## src/hdl/fera_pkg.sv

```systemverilog
// shared types and codes for the free extent range allocator
// no dependencies; used by fera_cell and free_extent_range_allocator
package fera_pkg;

    // command broadcast to every cell of the extent chain
    typedef enum logic [2:0] {
        CELL_HOLD,
        CELL_LOAD,
        CELL_ALLOC,
        CELL_INSERT,
        CELL_SETTLE
    } t_cell_op;

    typedef struct packed {
        t_cell_op op;
        logic     split_any;
        logic     hole_any;
    } t_cell_ctl;

    // what a cell shows its upper neighbor
    typedef struct packed {
        logic valid;
        logic gt;
        logic split;
        logic mcan;
        logic mgo;
    } t_link;

    // per cell status gathered by the sequencer
    typedef struct packed {
        logic contain;
        logic split;
        logic drop;
        logic touch;
        logic hole;
    } t_cell_flags;

    typedef enum logic [1:0] {
        S_IDLE,
        S_EXEC,
        S_SETTLE,
        S_DONE
    } t_state;

    localparam logic [1:0] ST_OK    = 2'd0;
    localparam logic [1:0] ST_RANGE = 2'd1;
    localparam logic [1:0] ST_FULL  = 2'd2;

    localparam logic CMD_ALLOC = 1'b0;
    localparam logic CMD_FREE  = 1'b1;

endpackage

```

## src/hdl/fera_cell.sv

```systemverilog
// one slot of the sorted free extent chain: start, end and valid bit
// depends on fera_pkg; instantiated in a row by free_extent_range_allocator
module fera_cell import fera_pkg::*; #(
    parameter int ADDR_BITS = 16
) (
    input  logic                 i_clk,
    input  logic                 i_rst_n,
    input  logic                 i_bottom,
    input  t_cell_ctl            i_ctl,
    input  logic [ADDR_BITS-1:0] i_rs,
    input  logic [ADDR_BITS+1:0] i_re,
    input  logic [ADDR_BITS:0]   i_load_end,
    input  logic [ADDR_BITS:0]   i_rst_end,
    input  t_link                i_dn,
    input  logic [ADDR_BITS-1:0] i_dn_s,
    input  logic [ADDR_BITS:0]   i_dn_e,
    input  logic                 i_up_valid,
    input  logic [ADDR_BITS-1:0] i_up_s,
    input  logic [ADDR_BITS:0]   i_up_e,
    output t_link                o_link,
    output logic [ADDR_BITS-1:0] o_s,
    output logic [ADDR_BITS:0]   o_e,
    output t_cell_flags          o_flags
);

    logic                 r_valid, n_valid;
    logic [ADDR_BITS-1:0] r_s, n_s;
    logic [ADDR_BITS:0]   r_e, n_e;

    logic gt, contain, left, right, split, drop, touch, mcan, mgo, hole;

    always_comb begin
        gt      = r_valid && (r_s > i_rs);
        contain = r_valid && (r_s <= i_rs) && (i_re <= {1'b0, r_e});
        left    = (r_s != i_rs);
        right   = (i_re != {1'b0, r_e});
        split   = contain && left && right;
        drop    = contain && !left && !right;
        touch   = r_valid && ({2'b00, r_s} <= i_re) && (r_e >= {1'b0, i_rs});
        mcan    = r_valid && i_up_valid && (r_e >= {1'b0, i_up_s});
        mgo     = mcan && !i_dn.mcan;
        hole    = !r_valid && i_up_valid;
    end

    always_comb begin
        n_valid = r_valid;
        n_s     = r_s;
        n_e     = r_e;
        unique case (i_ctl.op)
            CELL_LOAD: begin
                n_valid = i_bottom && (i_load_end != '0);
                n_s     = '0;
                n_e     = i_load_end;
            end
            CELL_ALLOC: begin
                if (i_dn.split) begin
                    // upper piece of a split lands here
                    n_valid = 1'b1;
                    n_s     = i_re[ADDR_BITS-1:0];
                    n_e     = i_dn_e;
                end else if (i_ctl.split_any && i_dn.gt) begin
                    n_valid = i_dn.valid;
                    n_s     = i_dn_s;
                    n_e     = i_dn_e;
                end else if (contain) begin
                    if (drop) begin
                        n_valid = 1'b0;
                    end else if (!left) begin
                        n_s = i_re[ADDR_BITS-1:0];
                    end else begin
                        n_e = {1'b0, i_rs};
                    end
                end
            end
            CELL_INSERT: begin
                if (i_dn.gt) begin
                    n_valid = i_dn.valid;
                    n_s     = i_dn_s;
                    n_e     = i_dn_e;
                end else if (i_dn.valid && (gt || !r_valid)) begin
                    n_valid = 1'b1;
                    n_s     = i_rs;
                    n_e     = i_re[ADDR_BITS:0];
                end
            end
            CELL_SETTLE: begin
                if (i_ctl.hole_any) begin
                    // valid entries sink one slot toward the bottom
                    if (!r_valid && i_up_valid) begin
                        n_valid = 1'b1;
                        n_s     = i_up_s;
                        n_e     = i_up_e;
                    end else if (r_valid && !i_dn.valid) begin
                        n_valid = 1'b0;
                    end
                end else if (mgo) begin
                    n_e = (i_up_e > r_e) ? i_up_e : r_e;
                end else if (i_dn.mgo) begin
                    n_valid = 1'b0;
                end
            end
            default: begin
                n_valid = r_valid;
            end
        endcase
    end

    always_ff @(posedge i_clk) begin
        if (!i_rst_n) begin
            r_valid <= i_bottom;
            r_s     <= '0;
            r_e     <= i_rst_end;
        end else begin
            r_valid <= n_valid;
            r_s     <= n_s;
            r_e     <= n_e;
        end
    end

    assign o_link  = '{valid: r_valid, gt: gt, split: split, mcan: mcan, mgo: mgo};
    assign o_s     = r_s;
    assign o_e     = r_e;
    assign o_flags = '{contain: contain, split: split, drop: drop, touch: touch, hole: hole};

endmodule

```

## config.mk

```make
export PLATFORM = sky130hd
export DESIGN_NAME = fera_cell
export DESIGN_NICKNAME = d
export VERILOG_FILES = /design/src/hdl/fera_pkg.sv /design/src/hdl/fera_cell.sv
export SDC_FILE = /design/constraint.sdc
export NUM_CORES = 1
export LEC_CHECK = 0
export ABC_AREA = 1
export ABC_CLOCK_PERIOD_IN_PS = 4000
export BUFFER_PORTS_ARGS = -buffer_cell sky130_fd_sc_hd__buf_4
export CAP_MARGIN = 10
export CORE_AREA = 2 2 114 116
export DETAILED_ROUTE_END_ITERATION = 6
export DIE_AREA = 0 0 116 118
export PLACE_DENSITY = 0.73
export SYNTH_ARGS = -nofsm -noshare
export SYNTH_HDL_FRONTEND = slang
export SYNTH_SLANG_ARGS = --single-unit
```

## constraint.sdc

```tcl
create_clock -name i_clk -period 4 [get_ports i_clk]
set_input_delay 0.6 -clock i_clk [delete_from_list [all_inputs] [get_ports i_clk]]
set_output_delay 0.6 -clock i_clk [all_outputs]
set_load 0.05 [all_outputs]
```

**Word-level counts from Yosys, hierarchy flattened**

Cells that the tools add are included.

- Multiplexer cells: 36
- Eq/ne operators: 24
- Reduce and logical (&&, ||, !) cells: 28
- $lt $le $gt $ge: 7

Operator list:

| kind | number |
|---|---|
| $mux W17 | 12 |
| $mux W16 | 9 |
| $pmux W17 S4 | 1 |
| $pmux W16 S4 | 1 |
| $ne A4 B4 Y1 const B | 9 |
| $ge A17 B16 Y1 | 2 |
| $ne A5 B5 Y1 const B | 5 |
| $le A16 B18 Y1 | 1 |
| $le A18 B17 Y1 | 1 |
| $ne A18 B17 Y1 | 1 |
| $gt A17 B17 Y1 | 1 |
| $logic_and A1 B1 Y1 | 17 |
| $reduce_bool A17 Y1 | 1 |
| $gt A16 B16 Y1 | 1 |
| $le A16 B16 Y1 | 1 |
| $ne A16 B16 Y1 | 1 |
| $reduce_and A7 Y1 | 2 |
| $mux W1 | 12 |
| $reduce_and A8 Y1 | 1 |
| $eq A3 B2 Y1 const B | 2 |
| $logic_not A1 Y1 | 5 |
| $ne A5 B1 Y1 const B | 1 |
| $ne A2 B2 Y1 const B | 2 |
| $pmux W1 S4 | 1 |
| other kinds (5) | 5 |

- Register bits after elaboration: 34
- Output and inout port bits: 43
- Logic and storage cells: 98
- Bits of input ports: 148

**Logic depth before layout (Yosys ltp)**

Gate-level depths: netlist of the first run.

- Depth in word-level cells: 11
- Mapped depth: 19
- Mapped depth without buffers: 18

**Worst setup path before layout of the first run**

No wires, ideal clock.

- Kind: flip-flop to flip-flop
- Start: register r_e[16], in the netlist o_e[16]
- End: register r_e[0], in the netlist o_e[0] (enable)
- Data required time: 3603 ps
- Path buffers: 0
- Library setup time: 397 ps
- Period minus slack after synthesis: 3457 ps
- Cell stages (with the launch flop): 16
- Data arrival time: 3060 ps
- Path slack: 543 ps
- Path through: edfxtp_1 > inv_1 > ha_1 > inv_1 > nor2_1 > nand3_1 > nor2_1 > nand3b_1 > or2_1 > clkinv_1 > nor2_1 > nor2_2 > nand2_1 > nand2_1 > nand3_1 > a21oi_1

- Longest elaborated chain between the ends: 6
- Elaborated cells on any way between the ends: 15
- Classes of those cells: order compare (3); eq/ne (5); reduce/logical (7)

Ends and longest elaborated chain:

| what | RTL line | source |
|---|---|---|
| start, declared | fera_cell.sv:28 | `logic [ADDR_BITS:0] r_e, n_e;` |
| start signal, assigned | fera_cell.sv:112 | `r_e <= i_rst_end;` |
| start signal, assigned | fera_cell.sv:116 | `r_e <= n_e;` |
| $le A18 B17 Y1 (*) | fera_cell.sv:34 | `contain = r_valid && (r_s <= i_rs) && (i_re <= {1'b0, r_e});` |
| $logic_and A1 B1 Y1 (*) | fera_cell.sv:34 |  |
| net contain | fera_cell.sv:30 | `logic gt, contain, left, right, split, drop, touch, mcan, mgo, hole;` |
| $logic_and A1 B1 Y1 (2 in a row) | fera_cell.sv:38 | `drop = contain && !left && !right;` |
| $ne A5 B5 Y1 (no line) | -- |  |
| $reduce_and A8 Y1 (no line) (*) | -- |  |

Mark *: on every way through the listed nets, which the timed path passes. The rest lies on a longest branch.
A chain may end at the register's enable or synchronous reset.

==> results of run 1 <==
worst max-delay path: stages (launching register included):
cell and delay, ps:
edfxtp_1 420, inv_1 160, ha_1 350, inv_1 50
nor2_1 80, nand3_1 130, nor2_1 120, nand3b_1 90
or2_1 280, clkinv_1 80, nor2_1 50, nor2_2 130
nand2_1 80, nor2_1 140, buf_4 220
kinds of logic after synthesis:
logic type,Yosys count,share of synthesized area [%]
AO/OA/AOI/OAI,220,22.5
adder cells (fa/ha/maj),98,22.4
buffers and inverters,161,12.1
flip-flops,34,15.7
multiplexers,1,0.183
AND/OR/NAND/NOR,331,27.1
cell usage in the layout, fill, tap and decap left out, types with 15 or more instances in the layout:
| cell | n |
|---|---|
| ha_1 | 98 |
| a21oi_1 | 91 |
| dfxtp_1 | 16 |
| nand2_1 | 144 |
| buf_4 | 197 |
| o21ai_0 | 65 |
| o221ai_1 | 15 |
| nand4_1 | 15 |
| nand3_1 | 36 |
| o21ai_1 | 19 |
| edfxtp_1 | 18 |
| nor2_1 | 92 |
| a22oi_1 | 17 |
| inv_1 | 117 |
per-stage QoR:
step | power (mW) | area (µm²)
2_1_floorplan | 1.08 | 5470
3_3_place_gp | 1.43 | 6980
3_5_place_dp | 1.44 | 6980
4_1_cts | 1.84 | 7120
5_1_grt | 1.97 | 7120
6_report | 1.86 | 7120
power by group through the flow:
stage	sequential, mW	combinational [mW]	clock, mW
2_1_floorplan	0.584	0.499	0
3_3_place_gp	0.482	0.945	0
3_5_place_dp	0.482	0.957	0
4_1_cts	0.475	0.962	0.405
5_1_grt	0.481	1.07	0.421
6_report	0.477	0.973	0.407
registers in the layout, indices dropped and copies added (netlist names):
signal,flops
o_e,17
o_s,16
r_valid,1
layer usage:
layer / vias to the layer above / routed length (µm) / track usage, %
met5: - / 0 / 0
met4: 0 / 362 / 6.55
met3: 26 / 1940 / 5.51
met2: 324 / 9400 / 47.3
met1: 2908 / 9030 / 41.9
li1: 3219 / - / -
final timing paths:
check / endpoint / depth (start not counted)
max: o_flags[3] / 14
min: o_s[3] / 4
max reg2reg: o_e[9] / 16
min reg2reg: o_s[3] / 4
layout make-up:
cell class	count	area [µm²]
Clock buffer	8	146
Fill cell	1272	5290
Inverter	124	465
Multi-Input combinational cell	650	3960
Sequential cell	34	861
Tap cell	172	215
Timing Repair Buffer	197	1480
==> results.toml, run 1 <==
[clocking]
path_clk_slew_ps = 60
htree_levels = 2
cts_tree = "built"
clockBufferDepth = 2
clock_latency_ps = 290
post-cts-setup-buffer-count = 0
cts_resized = 0
clock-root-buffer = "clkbuf_16"
cts_buffers = 5
ctsHoldBuffers = 0
clock_sinks = 34

[routing]
first_pass_iters = 7
drc_errors = 0
vias = 6477
viasPerCell = 5.47
wl_um = 20700
postRouteAntennaNets = 0
wl_per_cell_um = 17.5
drtIter0Drc = 859

[final_layout]
fin_cells = 1185
fin_nets = 1258
synthToLayoutAreaGrowth_pct = 30.1
drive_gt1_share_pct = 22.8
antennaDiodeCount = 0
final_util_pct = 57.4

[global_routing]
grt_max_degree = 55
overflow = 0
grt_pass1_wl_um = 31600
gr-usage-all-layers_pct = 29.8
antenna_found_initial = 0
grt_pass1_vias = 5926

[timing]
worst_slew_pin_slew_ps = 879
slew_headroom_pct = 41.4
setup_tns_ps = 0
post-route-period-util_pct = 82.1
fin_skew_ps = 3.01
hold_ws_ps = 569
rsz0062_at_grt = "no"
timing.final.ws_setup_ps = 716
hold_viol_final = 0
fmax_mhz = 305
fin_crit_ps = 3280
slew_viol_final = 0
setup_viol = 0

[critical_path]
worstPathRequired_ps = 3400
worstSetupPathType = "reg2out"
crit_fanout = 6
r2r_slack_ps = 1090
endpoint_kind = "primary output"
arrival_ps = 2680
start_kind = "register"
r2r_start = "o_e[16]"
cp-startpoint = "o_e[16]"

[synthesis]
ys_async_sr_fraction_pct = 0
yosysSeqAreaShare_pct = 15.7
synth_nets = 1091
ys_types = 41
syn-mean-instance-area_um2 = 6.48
netlist.area_leader.share_pct = 22.4
syn_area_um2 = 5470
synth_edf_count = 18
yosys-top-cells-count = "144 x nand2_1, 117 x inv_1, 98 x ha_1"
yosysTopAreaCell = "ha_1"
synth.area.top_cells = "ha_1 22%, edfxtp_1 9.9%, nand2_1 9.9%"
synth-seq-cells = 34
ys.flop_type = "edfxtp_1"
ys_warn_count = 0
netlist_instances = 845
yosysMostFrequentCell = "nand2_1"

[power]
p_clk_share_pct = 21.9
p_sw_mw = 0.829
internal_power_mw = 1.03
seq_power_share_pct = 25.7
p_per_area_nw_per_um2 = 261
irDropWorstVdd_v = 0.000140
power_leakage_nw = 3.79
comb_power_share_pct = 52.4
p_sw_share_pct = 44.6

[min_path]
min_from = "o_s[3]"
worstHoldPathType = "reg2reg"

[placed_design]
port_buffers = 190
gp_congestion = 0.988
dpl.hpwl_um = 17300
place_ws_ps = 897
place_inst = 1177

[floorplanning]
dieArea_um2 = 13700
coreArea_um2 = 12400
die_w_um = 116
dieHeight_um = 118
num_io_pins = 191
rows = 41
start_util_pct = 44.1

[run]
max_cap_violations = 0

[outcome]
status = "completed"
Note: power is estimated with default switching activity, not from simulation.
==> inputs of run 2 (changes only) <==
--- a/config.mk
+++ b/config.mk
@@ -6,13 +6,13 @@
 export NUM_CORES = 1
 export LEC_CHECK = 0
 export ABC_AREA = 1
-export ABC_CLOCK_PERIOD_IN_PS = 4000
+export ABC_CLOCK_PERIOD_IN_PS = 2700
 export BUFFER_PORTS_ARGS = -buffer_cell sky130_fd_sc_hd__buf_4
 export CAP_MARGIN = 10
 export CORE_AREA = 2 2 114 116
 export DETAILED_ROUTE_END_ITERATION = 6
 export DIE_AREA = 0 0 116 118
-export PLACE_DENSITY = 0.73
+export PLACE_DENSITY = 0.76
 export SYNTH_ARGS = -nofsm -noshare
 export SYNTH_HDL_FRONTEND = slang
 export SYNTH_SLANG_ARGS = --single-unit
==> constraint.sdc (replaced) <==
create_clock -name i_clk -period 2.7 [get_ports i_clk]
set_input_delay 0.405 -clock i_clk [delete_from_list [all_inputs] [get_ports i_clk]]
set_output_delay 0.405 -clock i_clk [all_outputs]
set_load 0.05 [all_outputs]
==> run 2 against run 1 <==
The flow now finishes with violations (negative setup slack). Register-to-register slack lost 1100 ps. Via count grew 5.4%. Core utilization grew 5.4 points. Non-clock buffer count grew 49. Hold slack lost 170 ps. Flip-flop and latch count is the same. Die area is the same. Sequential share of layout area shrank 1.0 points. Sequential power grew 42%. Power grew 59%. Critical endpoint is now o_link[2].
==> results.toml, run 2 (synthesized netlist as in run 1, its figures left out) <==
[placed_design]
gp_congestion = 0.996
port_buffers = 190
dpl.hpwl_um = 18300
place_inst = 1194

[critical_path]
crit_fanout = 3
critPathMaxStageDelay_ps = 400
cp_cell_sequence = "inv_2 > ha_4 > inv_2 > nor2_2 > nand3_2 > nor2_1 > nand3b_1 > or2_1 > clkinv_2 > nor2_4 > nor2_4 > nand2_2 > nor2_4 > buf_6"
worstSetupPathType = "reg2out"
arrival_ps = 2390
worstPathRequired_ps = 2300
path_delay_family = "simple AND/OR/NAND/NOR gates"
endpoint_kind = "primary output"
start_kind = "register"
cpMaxStageDelayCell = "edfxtp_1"
cp.buffers_inverters = 4
cp_common_cell = "nor2_4"

[final_layout]
largest_reg_flops = 17
drive_gt1_share_pct = 30.8
final_util_pct = 62.8
synthToLayoutAreaGrowth_pct = 42.4
fin_nets = 1307
layout_common_cells = "233 x buf_4, 137 x nand2_1, 109 x inv_1, 91 x ha_1, 88 x a21oi_1"
fillers = 1194
fin_cells = 1234
antennaDiodeCount = 0
layout.cells.most_common = "buf_4"

[timing]
slew_viol_final = 0
rsz0062_at_grt = "yes"
post-route-period-util_pct = 103
fin_crit_ps = 2790
worst_slew_pin_slew_ps = 632
setup_viol = 5
hold_viol_final = 0
hold_ws_ps = 397
timing.final.ws_setup_ps = -93.6
fmax_mhz = 358
slew_headroom_pct = 57.8
fin_skew_ps = 6.34

[floorplanning]
num_io_pins = 191
dieArea_um2 = 13700
die_w_um = 116
dieHeight_um = 118
start_util_pct = 44.1
coreArea_um2 = 12400
rows = 41

[run]
max_cap_violations = 0

[clocking]
path_clk_slew_ps = 60
cts_tree = "built"
cts_buffers = 5
clock-root-buffer = "clkbuf_16"
clockBufferDepth = 2
htree_levels = 2
clock_sinks = 34
clock_latency_ps = 290

[routing]
drc_errors = 0
drtIter0Drc = 692
vias = 6828
postRouteAntennaNets = 0
wl_per_cell_um = 18.6
first_pass_iters = 7
viasPerCell = 5.53
wl_um = 22900

[power]
p_per_area_nw_per_um2 = 380
power_leakage_nw = 4.06
finalPower_mw = 2.96
irDropWorstVdd_v = 0.000201

[global_routing]
overflow = 0
grt_pass1_wl_um = 34700
grt_max_degree = 37
gr-usage-all-layers_pct = 32.9
grt_pass1_vias = 6631
antenna_found_initial = 0

[outcome]
violations = "negative setup slack"
status = "complete, but fails checks"

[min_path]
worstHoldPathType = "in2reg"
run 2: final timing paths:
path | from | to | cells past startpoint | slack, ps
min | i_rst_end[5] | o_e[5] | 3 | 400
min reg2reg | o_s[2] | o_s[2] | 2 | 560
max | o_e[16] | o_link[2] | 14 | -90
max reg2reg | o_e[16] | o_e[13] | 17 | 10
run 2: final cells by class:
class                           instances  area [µm²]  share of cell area [%]
Clock buffer                            6         129                    1.65
Timing Repair Buffer                  246        1920                    24.6
Sequential cell                        34         863                    11.1
Multi-Input combinational cell        650        4200                    53.8
Clock inverter                          2        8.76                   0.112
Inverter                              124         467                    5.99
Tap cell                              172         215                    2.76
run 2: layer usage:
layer  GRT usage, %  vias up  wire (µm)
met5              0        -          0
met2           50.8      394      10000
li1               -     3315          -
met1           43.9     3055       9490
met3           9.73       64       2670
met4           10.6        0        718
run 2: tightest hold or removal path, cell delays in order:
cell	delay, ps
buf_4	70
nand2_1	40
o21ai_1	60
run 2: timing repair:
item,in CTS,in global routing
hold buffers,0,0
pin swaps,8,20
endpoints found under the setup margin,6,25
buffers inserted,26,6
resized for setup,18,44
run 2: through the flow:
step                setup WS, ps  instance area [µm²]  setup TNS [ps]
floorplan                   -140                 5510           -2470
detailed placement          25.8                 7160               0
finish                     -93.6                 7800            -286
CTS                        -33.6                 7560           -97.5
global placement            36.4                 7160               0
global route                -161                 7800           -1870
run 2: where the power goes:
group          switching, mW  internal [mW]
clock network          0.249          0.338
registers             0.0622          0.614
logic                   1.02          0.673
total                   1.33           1.63
==> inputs of run 3 (changes only) <==
--- a/config.mk
+++ b/config.mk
@@ -6,7 +6,7 @@
 export NUM_CORES = 1
 export LEC_CHECK = 0
 export ABC_AREA = 1
-export ABC_CLOCK_PERIOD_IN_PS = 2700
+export ABC_CLOCK_PERIOD_IN_PS = 2300
 export BUFFER_PORTS_ARGS = -buffer_cell sky130_fd_sc_hd__buf_4
 export CAP_MARGIN = 10
 export CORE_AREA = 2 2 114 116
==> constraint.sdc (replaced) <==
create_clock -name i_clk -period 2.3 [get_ports i_clk]
set_input_delay 0.345 -clock i_clk [delete_from_list [all_inputs] [get_ports i_clk]]
set_output_delay 0.345 -clock i_clk [all_outputs]
set_load 0.05 [all_outputs]
==> run 3 against run 2 <==
Sequential power rose by 18%. Critical path type unchanged. Power rose by 32%. Hold slack got worse by 72 ps. Count of clock-buffer cells in the layout fell by 1. The flow still finishes with violations (negative setup slack). Largest cell class unchanged. Global-route usage rose by 3.0 points. Non-clock buffer count rose by 121. Largest power group unchanged. Register-to-register slack got worse by 260 ps. Routed wire length rose by 11%. Worst setup slack got worse by 310 ps.
==> results.toml, run 3 (synthesized netlist as in run 1, its figures left out) <==
[outcome]
status = "complete, but fails checks"
violations = "negative setup slack"

[clocking]
clock_latency_ps = 300
path_clk_slew_ps = 60
clock_sinks = 34
cts_tree = "built"
clock-root-buffer = "clkbuf_16"
ctsHoldBuffers = 0
cts_buffers = 5
htree_levels = 2
clockBufferDepth = 2

[min_path]
min_to = "o_e[7]"
whs_path_depth = 3
worstHoldPathType = "in2reg"
min_from = "i_rst_end[7]"

[timing]
worst_slew_pin_slew_ps = 572
hold_viol_final = 0
setup_viol = 41
post-route-period-util_pct = 117
fin_skew_ps = 2.93
timing.final.ws_setup_ps = -400
slew_viol_final = 0
fmax_mhz = 370
slew_headroom_pct = 61.8
rsz0062_at_grt = "yes"
setup_tns_ps = -8640
fin_crit_ps = 2700

[final_layout]
synthToLayoutAreaGrowth_pct = 65.9
layout_common_cells = "347 x buf_4, 128 x nand2_1, 102 x inv_1, 86 x a21oi_1, 81 x ha_1"
largest_reg_flops = 17
layout.cells.most_common = "buf_4"
drive_gt1_share_pct = 41.8
fillers = 1040
fin_cells = 1358
fin_nets = 1431
antennaDiodeCount = 0

[routing]
wl_per_cell_um = 18.7
vias = 7466
postRouteAntennaNets = 0
drc_errors = 0
wl_um = 25400
drtIter0Drc = 812
first_pass_iters = 7
viasPerCell = 5.50

[critical_path]
worstSetupPathType = "reg2out"
r2r_cells = 14
arrival_ps = 2350
endpoint_kind = "primary output"
r2r_slack_ps = -250
start_kind = "register"
worstPathRequired_ps = 1960
r2r_start = "o_e[3]"
crit_fanout = 3
reg2reg_to = "o_e[7]"

[power]
irDropWorstVdd_v = 0.000285
finalPower_mw = 3.90
p_sw_share_pct = 43.9
comb_power_share_pct = 62.2
p_per_area_nw_per_um2 = 430
p_clk_share_pct = 17.4
power_leakage_nw = 4.73
internal_power_mw = 2.19
seq_power_share_pct = 20.4
p_sw_mw = 1.71

[floorplanning]
rows = 41
num_io_pins = 191
dieArea_um2 = 13700
start_util_pct = 44.1
dieHeight_um = 118
die_w_um = 116
coreArea_um2 = 12400

[global_routing]
grt_pass1_vias = 7087
grt_max_degree = 51
gr-usage-all-layers_pct = 36.0
overflow = 0
grt_pass1_wl_um = 37500
antenna_found_initial = 0

[placed_design]
place_ws_ps = -215
gp_congestion = 0.997
dpl.hpwl_um = 19600
place_inst = 1314
port_buffers = 190

[run]
max_cap_violations = 0
run 3: changes by cell type in the layout (fill, tap and decap cells not counted), sizes merged:
cell / delta
inv: +1
nand2: +3
buf: +120
run 3: final cells by class:
| class | count | area (µm²) | share of cell area [%] |
|---|---|---|---|
| repair buffers | 367 | 2900 | 32.0 |
| inverters | 124 | 468 | 5.15 |
| flip-flops and latches | 34 | 867 | 9.55 |
| clock inverters | 3 | 11.3 | 0.124 |
| multi-input cells | 653 | 4490 | 49.4 |
| clock buffers | 5 | 125 | 1.38 |
| well taps | 172 | 215 | 2.37 |
run 3: per-stage QoR:
step | instance area (µm²) | util [%] | hold WS, ps
2_1_floorplan | 5540 | - | 536
3_3_place_gp | 8080 | 65.1 | 573
3_5_place_dp | 8080 | 65.1 | 585
4_1_cts | 8720 | 70.3 | 329
5_1_grt | 9080 | 73.1 | 338
6_report | 9080 | 73.1 | 325
run 3: power by group through the flow:
stage	Clock [mW]	Sequential (mW)	Combinational, mW
2_1_floorplan	0	1.02	0.886
3_3_place_gp	0	0.803	2.01
4_1_cts	0.680	0.786	2.23
3_5_place_dp	0	0.806	2.03
5_1_grt	0.697	0.802	2.60
6_report	0.679	0.798	2.43
run 3: how the worst max path moves through the flow:
stage | slack [ps] | from | end | cells after the start
after global placement | -180 | o_e[13] | o_e[12] | 15
after floorplan | -520 | o_e[16] | o_e[0] | 15
after global routing | -530 | o_e[14] | o_flags[1] | 11
final | -400 | o_e[11] | o_flags[1] | 9
after detailed placement | -220 | o_e[13] | o_e[12] | 15
after CTS | -370 | o_e[3] | o_flags[2] | 14
run 3: worst max-delay path: stages (launching register included):
cell and delay (ps):
edfxtp_1 450, buf_4 180, ha_1 300, nand2_2 100, nor3_4 210, nand3_1 100
o2111ai_1 210, nand2_1 110, a31oi_1 170, buf_4 220
run 3: timing repair:
item | CTS | global route
cloned | 4 | 0
setup endpoints to repair | 40 | 42
gates resized for setup | 52 | 66
setup buffers | 24 | 10
pin swaps | 25 | 34
run 3: layer usage:
metal | GRT usage (%) | share of wire [%]
met1 | 49.8 | 42
met2 | 56.5 | 46
met3 | 5.66 | 9.5
met4 | 12.1 | 2.8
met5 | 0 | 0
